$ cat src/rtl/ilrb_pkg.sv
// Shared constants for the roll balancer: window geometry, fixed-point widths,
// phase codes and configuration register indexes.
// No dependencies.
package ilrb_pkg;

    // Averaging window
    localparam int WINDOW   = 10;
    localparam int SLOT_W   = (WINDOW > 1) ? $clog2(WINDOW) : 1;
    localparam int PRIME_W  = $clog2(WINDOW + 1);

    // Sample and running sum widths
    localparam int SAMPLE_W = 17;
    localparam int SUM_W    = $clog2(WINDOW) + SAMPLE_W;
    // magnitude of the sum in whole degrees (sum / 256)
    localparam int A_W      = SUM_W - 8;

    // Reciprocal of WINDOW for the mean: q0 = (a * RECIP) >> RECIP_SH
    localparam int RECIP_SH = 24;
    localparam int RECIP_W  = RECIP_SH;
    localparam logic [RECIP_W-1:0] RECIP = RECIP_W'((64'd1 << RECIP_SH) / WINDOW);

    // Arithmetic widths
    localparam int MEAN_W   = 9;
    localparam int W_W      = 32;
    localparam int P1_W     = 26;   // rate * mean
    localparam int DM_W     = 10;   // mean - reflex
    localparam int D_W      = 36;   // weight increment
    localparam int EXTRA_W  = 42;   // weight * mean + reflex, Q.20

    // Thresholds in whole degrees and the drive cap in percent
    localparam logic [MEAN_W-1:0] STOP_LIMIT   = MEAN_W'(50);
    localparam logic [MEAN_W-1:0] REFLEX_LIMIT = MEAN_W'(3);
    localparam logic [6:0]        SPEED_MAX    = 7'd100;

    // Round phases
    localparam logic [1:0] PH_IDLE  = 2'd0;
    localparam logic [1:0] PH_PRIME = 2'd1;
    localparam logic [1:0] PH_RUN   = 2'd2;
    localparam logic [1:0] PH_DONE  = 2'd3;

    // Configuration register indexes
    localparam int CFG_IDX_W = 3;
    localparam logic [CFG_IDX_W-1:0] CFG_RATE       = 3'd0;
    localparam logic [CFG_IDX_W-1:0] CFG_BASE_LEFT  = 3'd1;
    localparam logic [CFG_IDX_W-1:0] CFG_BASE_RIGHT = 3'd2;
    localparam logic [CFG_IDX_W-1:0] CFG_INIT_LEFT  = 3'd3;
    localparam logic [CFG_IDX_W-1:0] CFG_INIT_RIGHT = 3'd4;

endpackage

$ cat src/rtl/ilrb_ram.sv
// Generic single-port-write, single-port-read RAM with registered read data.
// No dependencies.
module ilrb_ram #(
    parameter  int WIDTH = 17,
    parameter  int DEPTH = 10,
    localparam int AW    = (DEPTH > 1) ? $clog2(DEPTH) : 1
) (
    input  logic             clk,
    input  logic             we,
    input  logic [AW-1:0]    waddr,
    input  logic [WIDTH-1:0] wdata,
    input  logic [AW-1:0]    raddr,
    output logic [WIDTH-1:0] rdata
);

    logic [WIDTH-1:0] mem [DEPTH];

    // Write port and registered read port
    always_ff @(posedge clk)
    begin
        if (we)
        begin
            mem[waddr] <= wdata;
        end
        rdata <= mem[raddr];
    end

endmodule

$ cat src/rtl/ico_learning_roll_balancer_top.sv
// Roll balancer top level: sample window in RAM, running mean, ICO learning
// step and motor command generation. Uses ilrb_pkg and ilrb_ram.
//
//  channel | direction | handshake              | payload
//  --------+-----------+------------------------+-----------------------------------------
//  cfg     | in        | cfg_valid / cfg_ready  | cfg_index, cfg_data
//  in      | in        | in_valid / in_ready    | start_req, roll_sample
//  out     | out       | out_valid / out_ready  | speeds, dirs, mean_angle, weights, finished
//
// Steps per word: a start word or an ignored word is taken in idle alone; a priming
// sample adds the sum update and write-back (its oldest slot counts as zero).
// A running sample passes sum, two mean steps, drive and output; a learning step adds
// two chained multiplies and the weight update, and a stop command skips drive.
// Reset clears control state and configuration; the window RAM needs no clear,
// as a start forces the priming pass to overwrite every slot before it is read.
// The output register frees the input side: the next word is accepted while a
// result waits; only the final load stalls until the output register is free.
module ico_learning_roll_balancer_top (
    input  logic                                clk,
    input  logic                                rst_n,
    // configuration
    input  logic                                cfg_valid,
    output logic                                cfg_ready,
    input  logic [ilrb_pkg::CFG_IDX_W-1:0]      cfg_index,
    input  logic [31:0]                         cfg_data,
    // input words
    input  logic                                in_valid,
    output logic                                in_ready,
    input  logic                                start_req,
    input  logic signed [ilrb_pkg::SAMPLE_W-1:0] roll_sample,
    // output words
    output logic                                out_valid,
    input  logic                                out_ready,
    output logic [6:0]                          speed_left,
    output logic                                dir_left,
    output logic [6:0]                          speed_right,
    output logic                                dir_right,
    output logic signed [8:0]                   mean_angle,
    output logic signed [31:0]                  weight_left_out,
    output logic signed [31:0]                  weight_right_out,
    output logic                                finished
);

    localparam int SLOT_W   = ilrb_pkg::SLOT_W;
    localparam int PRIME_W  = ilrb_pkg::PRIME_W;
    localparam int SAMPLE_W = ilrb_pkg::SAMPLE_W;
    localparam int SUM_W    = ilrb_pkg::SUM_W;
    localparam int A_W      = ilrb_pkg::A_W;
    localparam int RSH      = ilrb_pkg::RECIP_SH;
    localparam int RECIP_W  = ilrb_pkg::RECIP_W;
    localparam int MEAN_W   = ilrb_pkg::MEAN_W;
    localparam int W_W      = ilrb_pkg::W_W;
    localparam int P1_W     = ilrb_pkg::P1_W;
    localparam int DM_W     = ilrb_pkg::DM_W;
    localparam int D_W      = ilrb_pkg::D_W;
    localparam int EXTRA_W  = ilrb_pkg::EXTRA_W;

    // Sequencer states
    localparam logic [3:0] S_IDLE  = 4'd0;
    localparam logic [3:0] S_SUM   = 4'd1;
    localparam logic [3:0] S_MEAN1 = 4'd2;
    localparam logic [3:0] S_MEAN2 = 4'd3;
    localparam logic [3:0] S_MUL1  = 4'd4;
    localparam logic [3:0] S_MUL2  = 4'd5;
    localparam logic [3:0] S_UPD   = 4'd6;
    localparam logic [3:0] S_DRIVE = 4'd7;
    localparam logic [3:0] S_OUT   = 4'd8;

    // Speed from a Q.20 drive term: base plus whole part of |extra|, capped
    function automatic logic [6:0] drive_speed(input logic signed [EXTRA_W-1:0] extra,
                                               input logic [6:0] base);
        logic [EXTRA_W-1:0]    mag_full;
        logic [EXTRA_W-21:0]   mag;
        logic [7:0]            s;
        mag_full = extra[EXTRA_W-1] ? EXTRA_W'(-extra) : EXTRA_W'(extra);
        mag      = mag_full[EXTRA_W-1:20];
        s        = {1'b0, base} + {1'b0, mag[6:0]};
        if ((mag >= (EXTRA_W-20)'(ilrb_pkg::SPEED_MAX)) || (s >= {1'b0, ilrb_pkg::SPEED_MAX}))
        begin
            return ilrb_pkg::SPEED_MAX;
        end
        return s[6:0];
    endfunction

    // ---------------------------------------------------------------- state
    logic [3:0]                 state_reg,  state_next;
    logic [1:0]                 phase_reg,  phase_next;
    logic [SLOT_W-1:0]          slot_reg,   slot_next;
    logic [PRIME_W-1:0]         prime_reg,  prime_next;
    logic signed [SUM_W-1:0]    sum_reg,    sum_next;
    logic signed [MEAN_W-1:0]   reflex_reg, reflex_next;
    logic signed [W_W-1:0]      wl_reg,     wl_next;
    logic signed [W_W-1:0]      wr_reg,     wr_next;

    // configuration
    logic [15:0]                rate_reg;
    logic [6:0]                 base_l_reg;
    logic [6:0]                 base_r_reg;
    logic signed [W_W-1:0]      init_wl_reg;
    logic signed [W_W-1:0]      init_wr_reg;

    // datapath
    logic signed [SAMPLE_W-1:0] x_reg;
    logic [A_W-1:0]             a_reg;
    logic [A_W-1:0]             q0_reg;
    logic                       neg_reg;
    logic signed [MEAN_W-1:0]   m_reg;
    logic                       stop_reg;
    logic signed [P1_W-1:0]     p1_reg;
    logic signed [DM_W-1:0]     dm_reg;
    logic signed [D_W-1:0]      d_reg;
    logic signed [EXTRA_W-1:0]  extra_l_reg;
    logic signed [EXTRA_W-1:0]  extra_r_reg;

    // output word
    logic                       out_valid_reg;
    logic [6:0]                 speed_l_reg;
    logic [6:0]                 speed_r_reg;
    logic                       dir_l_reg;
    logic                       dir_r_reg;
    logic signed [MEAN_W-1:0]   mean_out_reg;
    logic signed [W_W-1:0]      wl_out_reg;
    logic signed [W_W-1:0]      wr_out_reg;
    logic                       fin_out_reg;

    logic                       ram_we;
    logic [SAMPLE_W-1:0]        ram_rdata;
    logic signed [SAMPLE_W-1:0] old_sample;
    logic                       out_load;

    // mean arithmetic
    logic [SUM_W-1:0]           sum_abs;
    logic [A_W+RECIP_W-1:0]     recip_prod;
    logic [A_W-1:0]             q0w;
    logic [A_W-1:0]             rem;
    logic [A_W-1:0]             q_fix;
    logic [MEAN_W-1:0]          q_mag;
    logic [MEAN_W:0]            m_wide;

    // learning and drive arithmetic
    logic signed [W_W-1:0]      w_sel;
    logic signed [W_W+4:0]      w_sum;
    logic signed [W_W-1:0]      w_sat;
    logic signed [W_W+MEAN_W-1:0] prod_l;
    logic signed [W_W+MEAN_W-1:0] prod_r;
    logic signed [EXTRA_W-1:0]  reflex_q20;

    assign cfg_ready = 1'b1;
    assign in_ready  = (state_reg == S_IDLE);

    // ---------------------------------------------------------- window RAM
    ilrb_ram #(
        .WIDTH (SAMPLE_W),
        .DEPTH (ilrb_pkg::WINDOW)
    ) u_window (
        .clk   (clk),
        .we    (ram_we),
        .waddr (slot_reg),
        .wdata (x_reg),
        .raddr (slot_reg),
        .rdata (ram_rdata)
    );

    // slots are unwritten since the start while priming: they count as zero
    assign old_sample = (phase_reg == ilrb_pkg::PH_PRIME) ? '0 : $signed(ram_rdata);

    // ---------------------------------------------------------- mean path
    assign sum_abs    = sum_reg[SUM_W-1] ? SUM_W'(-sum_reg) : SUM_W'(sum_reg);
    assign recip_prod = sum_abs[SUM_W-1:8] * ilrb_pkg::RECIP;
    assign q0w        = A_W'(q0_reg * ilrb_pkg::WINDOW);
    assign rem        = a_reg - q0w;
    assign q_fix      = (rem >= A_W'(ilrb_pkg::WINDOW)) ? q0_reg + 1'b1 : q0_reg;
    assign q_mag      = q_fix[MEAN_W-1:0];
    assign m_wide     = neg_reg ? -{1'b0, q_mag} : {1'b0, q_mag};

    // ---------------------------------------------------------- weight update
    assign w_sel = m_reg[MEAN_W-1] ? wr_reg : wl_reg;
    assign w_sum = {{5{w_sel[W_W-1]}}, w_sel} + {d_reg[D_W-1], d_reg};

    always_comb
    begin
        if (w_sum > (W_W+5)'(signed'(32'sh7FFF_FFFF)))
        begin
            w_sat = 32'sh7FFF_FFFF;
        end
        else if (w_sum < (W_W+5)'(signed'(32'sh8000_0000)))
        begin
            w_sat = 32'sh8000_0000;
        end
        else
        begin
            w_sat = w_sum[W_W-1:0];
        end
    end

    // ---------------------------------------------------------- drive terms
    assign prod_l     = wl_reg * m_reg;
    assign prod_r     = wr_reg * m_reg;
    assign reflex_q20 = {{(EXTRA_W-MEAN_W-20){reflex_reg[MEAN_W-1]}}, reflex_reg, 20'd0};

    // ---------------------------------------------------------- sequencer
    always_comb
    begin
        state_next  = state_reg;
        phase_next  = phase_reg;
        slot_next   = slot_reg;
        prime_next  = prime_reg;
        sum_next    = sum_reg;
        reflex_next = reflex_reg;
        wl_next     = wl_reg;
        wr_next     = wr_reg;
        ram_we      = 1'b0;
        out_load    = 1'b0;

        case (state_reg)
            S_IDLE:
            begin
                if (in_valid)
                begin
                    if (start_req)
                    begin
                        sum_next    = '0;
                        slot_next   = '0;
                        prime_next  = '0;
                        reflex_next = '0;
                        wl_next     = init_wl_reg;
                        wr_next     = init_wr_reg;
                        phase_next  = ilrb_pkg::PH_PRIME;
                    end
                    else if ((phase_reg == ilrb_pkg::PH_PRIME) ||
                             (phase_reg == ilrb_pkg::PH_RUN))
                    begin
                        state_next = S_SUM;
                    end
                end
            end

            // replace the oldest sample and update the running sum
            S_SUM:
            begin
                ram_we   = 1'b1;
                sum_next = sum_reg
                         + {{(SUM_W-SAMPLE_W){x_reg[SAMPLE_W-1]}}, x_reg}
                         - {{(SUM_W-SAMPLE_W){old_sample[SAMPLE_W-1]}}, old_sample};
                slot_next = (slot_reg == SLOT_W'(ilrb_pkg::WINDOW - 1)) ? '0
                                                                         : slot_reg + 1'b1;
                if (phase_reg == ilrb_pkg::PH_PRIME)
                begin
                    prime_next = prime_reg + 1'b1;
                    if (prime_reg == PRIME_W'(ilrb_pkg::WINDOW - 1))
                    begin
                        phase_next = ilrb_pkg::PH_RUN;
                    end
                    state_next = S_IDLE;
                end
                else
                begin
                    state_next = S_MEAN1;
                end
            end

            S_MEAN1:
            begin
                state_next = S_MEAN2;
            end

            // mean is final here: stop, learn, or zero the reflex
            S_MEAN2:
            begin
                if (q_mag > ilrb_pkg::STOP_LIMIT)
                begin
                    state_next = S_OUT;
                end
                else if (q_mag > ilrb_pkg::REFLEX_LIMIT)
                begin
                    state_next = S_MUL1;
                end
                else
                begin
                    reflex_next = '0;
                    state_next  = S_DRIVE;
                end
            end

            S_MUL1:
            begin
                state_next = S_MUL2;
            end

            S_MUL2:
            begin
                state_next = S_UPD;
            end

            // positive mean trains the left weight, negative the right
            S_UPD:
            begin
                if (m_reg[MEAN_W-1])
                begin
                    wr_next = w_sat;
                end
                else
                begin
                    wl_next = w_sat;
                end
                reflex_next = m_reg;
                state_next  = S_DRIVE;
            end

            S_DRIVE:
            begin
                state_next = S_OUT;
            end

            // load the output word once the previous one has gone
            S_OUT:
            begin
                if (!out_valid_reg || out_ready)
                begin
                    out_load   = 1'b1;
                    state_next = S_IDLE;
                    if (stop_reg)
                    begin
                        phase_next = ilrb_pkg::PH_DONE;
                    end
                end
            end

            default:
            begin
                state_next = S_IDLE;
            end
        endcase
    end

    // ---------------------------------------------------------- control registers
    always_ff @(posedge clk or negedge rst_n)
    begin
        if (!rst_n)
        begin
            state_reg  <= S_IDLE;
            phase_reg  <= ilrb_pkg::PH_IDLE;
            slot_reg   <= '0;
            prime_reg  <= '0;
            sum_reg    <= '0;
            reflex_reg <= '0;
            wl_reg     <= '0;
            wr_reg     <= '0;
        end
        else
        begin
            state_reg  <= state_next;
            phase_reg  <= phase_next;
            slot_reg   <= slot_next;
            prime_reg  <= prime_next;
            sum_reg    <= sum_next;
            reflex_reg <= reflex_next;
            wl_reg     <= wl_next;
            wr_reg     <= wr_next;
        end
    end

    // ---------------------------------------------------------- configuration
    always_ff @(posedge clk or negedge rst_n)
    begin
        if (!rst_n)
        begin
            rate_reg    <= '0;
            base_l_reg  <= '0;
            base_r_reg  <= '0;
            init_wl_reg <= '0;
            init_wr_reg <= '0;
        end
        else if (cfg_valid)
        begin
            case (cfg_index)
                ilrb_pkg::CFG_RATE:       rate_reg    <= cfg_data[15:0];
                ilrb_pkg::CFG_BASE_LEFT:  base_l_reg  <= cfg_data[6:0];
                ilrb_pkg::CFG_BASE_RIGHT: base_r_reg  <= cfg_data[6:0];
                ilrb_pkg::CFG_INIT_LEFT:  init_wl_reg <= cfg_data;
                ilrb_pkg::CFG_INIT_RIGHT: init_wr_reg <= cfg_data;
                default:                  ;
            endcase
        end
    end

    // ---------------------------------------------------------- datapath registers
    always_ff @(posedge clk)
    begin
        if ((state_reg == S_IDLE) && in_valid)
        begin
            x_reg <= roll_sample;
        end

        // truncating mean: |sum| / 256 by shift, / WINDOW by reciprocal
        if (state_reg == S_MEAN1)
        begin
            a_reg   <= sum_abs[SUM_W-1:8];
            q0_reg  <= recip_prod[A_W+RSH-1:RSH];
            neg_reg <= sum_reg[SUM_W-1];
        end

        if (state_reg == S_MEAN2)
        begin
            m_reg    <= m_wide[MEAN_W-1:0];
            stop_reg <= (q_mag > ilrb_pkg::STOP_LIMIT);
        end

        // rate * m, then * (m - reflex)
        if (state_reg == S_MUL1)
        begin
            p1_reg <= $signed({1'b0, rate_reg}) * m_reg;
            dm_reg <= {m_reg[MEAN_W-1], m_reg} - {reflex_reg[MEAN_W-1], reflex_reg};
        end

        if (state_reg == S_MUL2)
        begin
            d_reg <= p1_reg * dm_reg;
        end

        if (state_reg == S_DRIVE)
        begin
            extra_l_reg <= {prod_l[W_W+MEAN_W-1], prod_l} + reflex_q20;
            extra_r_reg <= {prod_r[W_W+MEAN_W-1], prod_r} + reflex_q20;
        end

        if (out_load)
        begin
            speed_l_reg  <= stop_reg ? 7'd0 : drive_speed(extra_l_reg, base_l_reg);
            speed_r_reg  <= stop_reg ? 7'd0 : drive_speed(extra_r_reg, base_r_reg);
            dir_l_reg    <= stop_reg | ~extra_l_reg[EXTRA_W-1];
            dir_r_reg    <= stop_reg | ~extra_r_reg[EXTRA_W-1];
            mean_out_reg <= m_reg;
            wl_out_reg   <= wl_reg;
            wr_out_reg   <= wr_reg;
            fin_out_reg  <= stop_reg;
        end
    end

    // ---------------------------------------------------------- output valid
    always_ff @(posedge clk or negedge rst_n)
    begin
        if (!rst_n)
        begin
            out_valid_reg <= 1'b0;
        end
        else if (out_load)
        begin
            out_valid_reg <= 1'b1;
        end
        else if (out_ready)
        begin
            out_valid_reg <= 1'b0;
        end
    end

    assign out_valid        = out_valid_reg;
    assign speed_left       = speed_l_reg;
    assign speed_right      = speed_r_reg;
    assign dir_left         = dir_l_reg;
    assign dir_right        = dir_r_reg;
    assign mean_angle       = mean_out_reg;
    assign weight_left_out  = wl_out_reg;
    assign weight_right_out = wr_out_reg;
    assign finished         = fin_out_reg;

    // ---------------------------------------------------------- assertions
    // write pointer stays inside the window
    a_slot_range: assert property (@(posedge clk) disable iff (!rst_n)
        slot_reg <= SLOT_W'(ilrb_pkg::WINDOW - 1))
        else $error("window slot out of range");

    // priming never runs past the window length
    a_prime_range: assert property (@(posedge clk) disable iff (!rst_n)
        (phase_reg == ilrb_pkg::PH_PRIME) |-> (prime_reg < PRIME_W'(ilrb_pkg::WINDOW)))
        else $error("prime count past window");

    // a start word never enters the datapath
    a_start_idle: assert property (@(posedge clk) disable iff (!rst_n)
        (in_valid && in_ready && start_req) |=> (state_reg == S_IDLE))
        else $error("start word entered datapath");

    // a stop command carries zero speeds and forward directions
    a_stop_word: assert property (@(posedge clk) disable iff (!rst_n)
        (out_valid && finished) |->
            (speed_left == 7'd0 && speed_right == 7'd0 && dir_left && dir_right))
        else $error("malformed stop word");

    // an output word is only loaded into a free register
    a_no_overwrite: assert property (@(posedge clk) disable iff (!rst_n)
        out_load |-> (!out_valid_reg || out_ready))
        else $error("output word overwritten");

endmodule
$ cat config.mk
export PLATFORM = sky130hd
export DESIGN_NAME = ico_learning_roll_balancer_top
export DESIGN_NICKNAME = d
export VERILOG_FILES = /design/src/rtl/ilrb_pkg.sv /design/src/rtl/ilrb_ram.sv /design/src/rtl/ico_learning_roll_balancer_top.sv
export SDC_FILE = /design/constraint.sdc
export NUM_CORES = 2
export LEC_CHECK = 0
export CORE_MARGIN = 2
export CORE_UTILIZATION = 54
export CTS_CLUSTER_SIZE = 14
export DETAILED_ROUTE_END_ITERATION = 10
export DONT_BUFFER_PORTS = 1
export PLACE_DENSITY = 0.78
export SLEW_MARGIN = 20
export SYNTH_ARGS = -nofsm -noshare
export SYNTH_HDL_FRONTEND = slang
export SYNTH_SLANG_ARGS = --single-unit
$ cat constraint.sdc
create_clock -name clk -period 12.5 [get_ports clk]
set_input_delay 1.875 -clock clk [delete_from_list [all_inputs] [get_ports clk]]
set_output_delay 1.875 -clock clk [all_outputs]
set_load 0.02 [all_outputs]
==> impl_metrics.json <==
{
  "drtAntennaViolNets": 0,
  "rows": 129,
  "wl_per_cell_um": 21.4,
  "rsz0062_at_grt": "false",
  "grt_pass1_wl_um": 269000,
  "cts.sink_count": 686,
  "synth-edff-count": 466,
  "timing.final.ws_setup_ps": 4180,
  "via_per_inst": 5.87,
  "yosys-top-cells-count": "899 x fa_1, 850 x inv_1, 743 x nand2_1",
  "synth_xor_xnor_area_share_pct": 3.50,
  "cts_setup_buffers": 0,
  "syn2layout_area_growth_pct": 6.39,
  "slowest_stage": "fa_1",
  "largest_reg_flops": 170,
  "path_class": "reg2reg",
  "vias": 46000,
  "seq_area_frac_synth_pct": 29.1,
  "final-hold-violation-count": 0,
  "synth_ff_type": "edfxtp_1",
  "synth_top_family_by_area": "adder cells",
  "pin_count": 151,
  "clk_latency_ps": 700,
  "yosysMostFrequentCell": "fa_1",
  "grt_max_degree": 204,
  "worstPathArrival_ps": 8760,
  "cts_tree": "yes",
  "fin_setup_tns_ps": 0,
  "max-cap-violations": 0,
  "yosys.area_share.simple_pct": 13.3,
  "numCtsBuffers": 78,
  "path_clk_slew_ps": 60,
  "layout.nets": 7560,
  "fmax_mhz": 120,
  "setup_violations": 0,
  "grt_use_total_pct": 27.3,
  "synthMuxAreaShare_pct": 3.79,
  "io_buffers": 0,
  "yosys_warnings": 0,
  "cpPeakStageDelay_ps": 530,
  "worstPathRequired_ps": 12940,
  "slew_violations": 0,
  "post-place-ws_ps": 4240,
  "die-area_um2": 127000,
  "crit_path_end_kind": "flip-flop",
  "floorplan.initialDensity_pct": 54.2,
  "syn_area_um2": 66800,
  "cts_hold_buf": 0,
  "status": "finished clean",
  "yosysUniqueCellTypes": 92,
  "r2r_setup_slack_ps": 4180,
  "grt-ovfl-total": 0,
  "drive_gt1_share_pct": 6.71,
  "synth_seq_cells": 686,
  "synth.largest_area_cell": "fa_1",
  "synth_area_leaders": "fa_1 27%, edfxtp_1 21%, ha_1 8.8%",
  "die_y_um": 356,
  "crit_path_max_fanout": 4,
  "worstMarginPinSlew_ps": 1230,
  "gp_congestion": 0.940,
  "drc": 0,
  "clk_path_buf_depth": 3,
  "relSlewSlack_pct": 18.1,
  "holdCritPathClass": "reg2reg",
  "drtIter0Drc": 3932,
  "synth_top_cell_area_share_pct": 26.9,
  "wirelength_um": 168000,
  "dieWidth_um": 356,
  "fin_crit_sh_pct": 66.5,
  "syn_nets": 7730,
  "fp.coreArea_um2": 123000,
  "dr.pass1.iters": 6,
  "antenna_found_initial": 10,
  "yosys.area_share.adder_pct": 35.7,
  "dp_hpwl_um": 126000,
  "syn_area_per_cell_um2": 10.6,
  "synthCells": 6305,
  "cts_root_buf": "clkbuf_16",
  "finalClockSkew_ps": 37.7,
  "grt_pass1_vias": 48400,
  "period_minus_slack_ps": 8320,
  "fill_cells": 10000,
  "synth_compound_area_share_pct": 8.05,
  "ys_async_sr_fraction_pct": 29.6,
  "htreeDepth": 3,
  "startpoint_type": "flip-flop",
  "postCtsResizedCells": 0
}
==> logic make-up (layout without fill, tap and decap cells) <==
| group | Yosys count | in the layout |
|---|---|---|
| AO/OA/AOI/OAI | 826 | 826 |
| XOR/XNOR | 267 | 267 |
| adder cells (fa/ha/maj) | 1367 | 1367 |
| buffers and inverters | 1164 | 1059 |
| flip-flops | 686 | 686 |
| multiplexers | 194 | 194 |
| other | 1 | 12 |
| AND/OR/NAND/NOR | 1800 | 1800 |
==> cells in the final DEF, fill, tap and decap left out, drive strengths merged, types with 9 or more instances in the layout <==
master and n:
bufinv 10, ha 468, or2 15, edfxtp 466, nor4 35, a211oi 33, and3 22, a31oi 66
diode 11, xor2 79, a21o 116, a21oi 239, clkinv 24, o21bai 28, o211ai 13, nor2 180
nor3 54, inv 854, buf 64, a2111oi 9, dfrtp 203, o31ai 29, fa 899, nand2b 132
nand3 71, mux2 132, nor2b 66, mux4 34, a211o 11, nand2 743, o21a 33, o21ai 149
mux2i 28, and2 384, o22a 23, clkbuf 101, nand4 33, or3 27, dfxtp 17, xnor2 188
==> routing by layer <==
| metal | part of all wire [%] | GRT usage (%) |
|---|---|---|
| met3 | 8.0 | 5.58 |
| met4 | 6.4 | 15.4 |
| met5 | 0.051 | 0 |
| met2 | 47 | 44.5 |
| met1 | 38 | 34.1 |
==> area by class of cell <==
type	instances	area (um2)	area share, %
multi-input combinational	4455	43200	60.7
tap	1637	2050	2.88
sequential	686	19400	27.3
timing repair buffer	64	505	0.711
antenna	11	27.5	0.0387
clock buffer	101	2130	3.00
clock inverter	44	617	0.868
inverter	850	3190	4.49
==> critical path, delay by kind of cell (launching register included) <==
kind / cells / cell delay [ps]
AOI/OAI and AO/OA: 9 / 1990
xor gates and xnor gates: 1 / 150
and+or+nand+nor: 7 / 2670
DFF: 1 / 400
buffers and inverters: 2 / 130
adders and majority gates: 6 / 2730
==> per-stage QoR <==
step           hold slack (ps)  area (um2)  instances  util, %
2_1_floorplan              424       66800       6305        -
5_1_grt                    501       71100       7841     57.6
4_1_cts                    490       71000       7837     57.6
3_5_place_dp               473       68300       7692     55.4
3_3_place_gp               471       68300       7692     55.4
6_report                   488       71100       7848     57.7
==> path summary, 6_finish.rpt <==
check,end,start,cells past startpoint
worst max-delay path,q0_reg[8],sum_reg[2],25
worst min-delay path,weight_left_out[28],wl_reg[28],0
worst max register to register,q0_reg[8],sum_reg[2],25
worst min register to register,weight_left_out[28],wl_reg[28],0
max in group asynchronous,init_wr_reg[0],rst_n,0
min in group asynchronous,slot_reg[2],rst_n,0
Power is left out: the tool's default activity adds up to more than one toggle a clock period on the data nets, which glitch-free logic cannot reach.
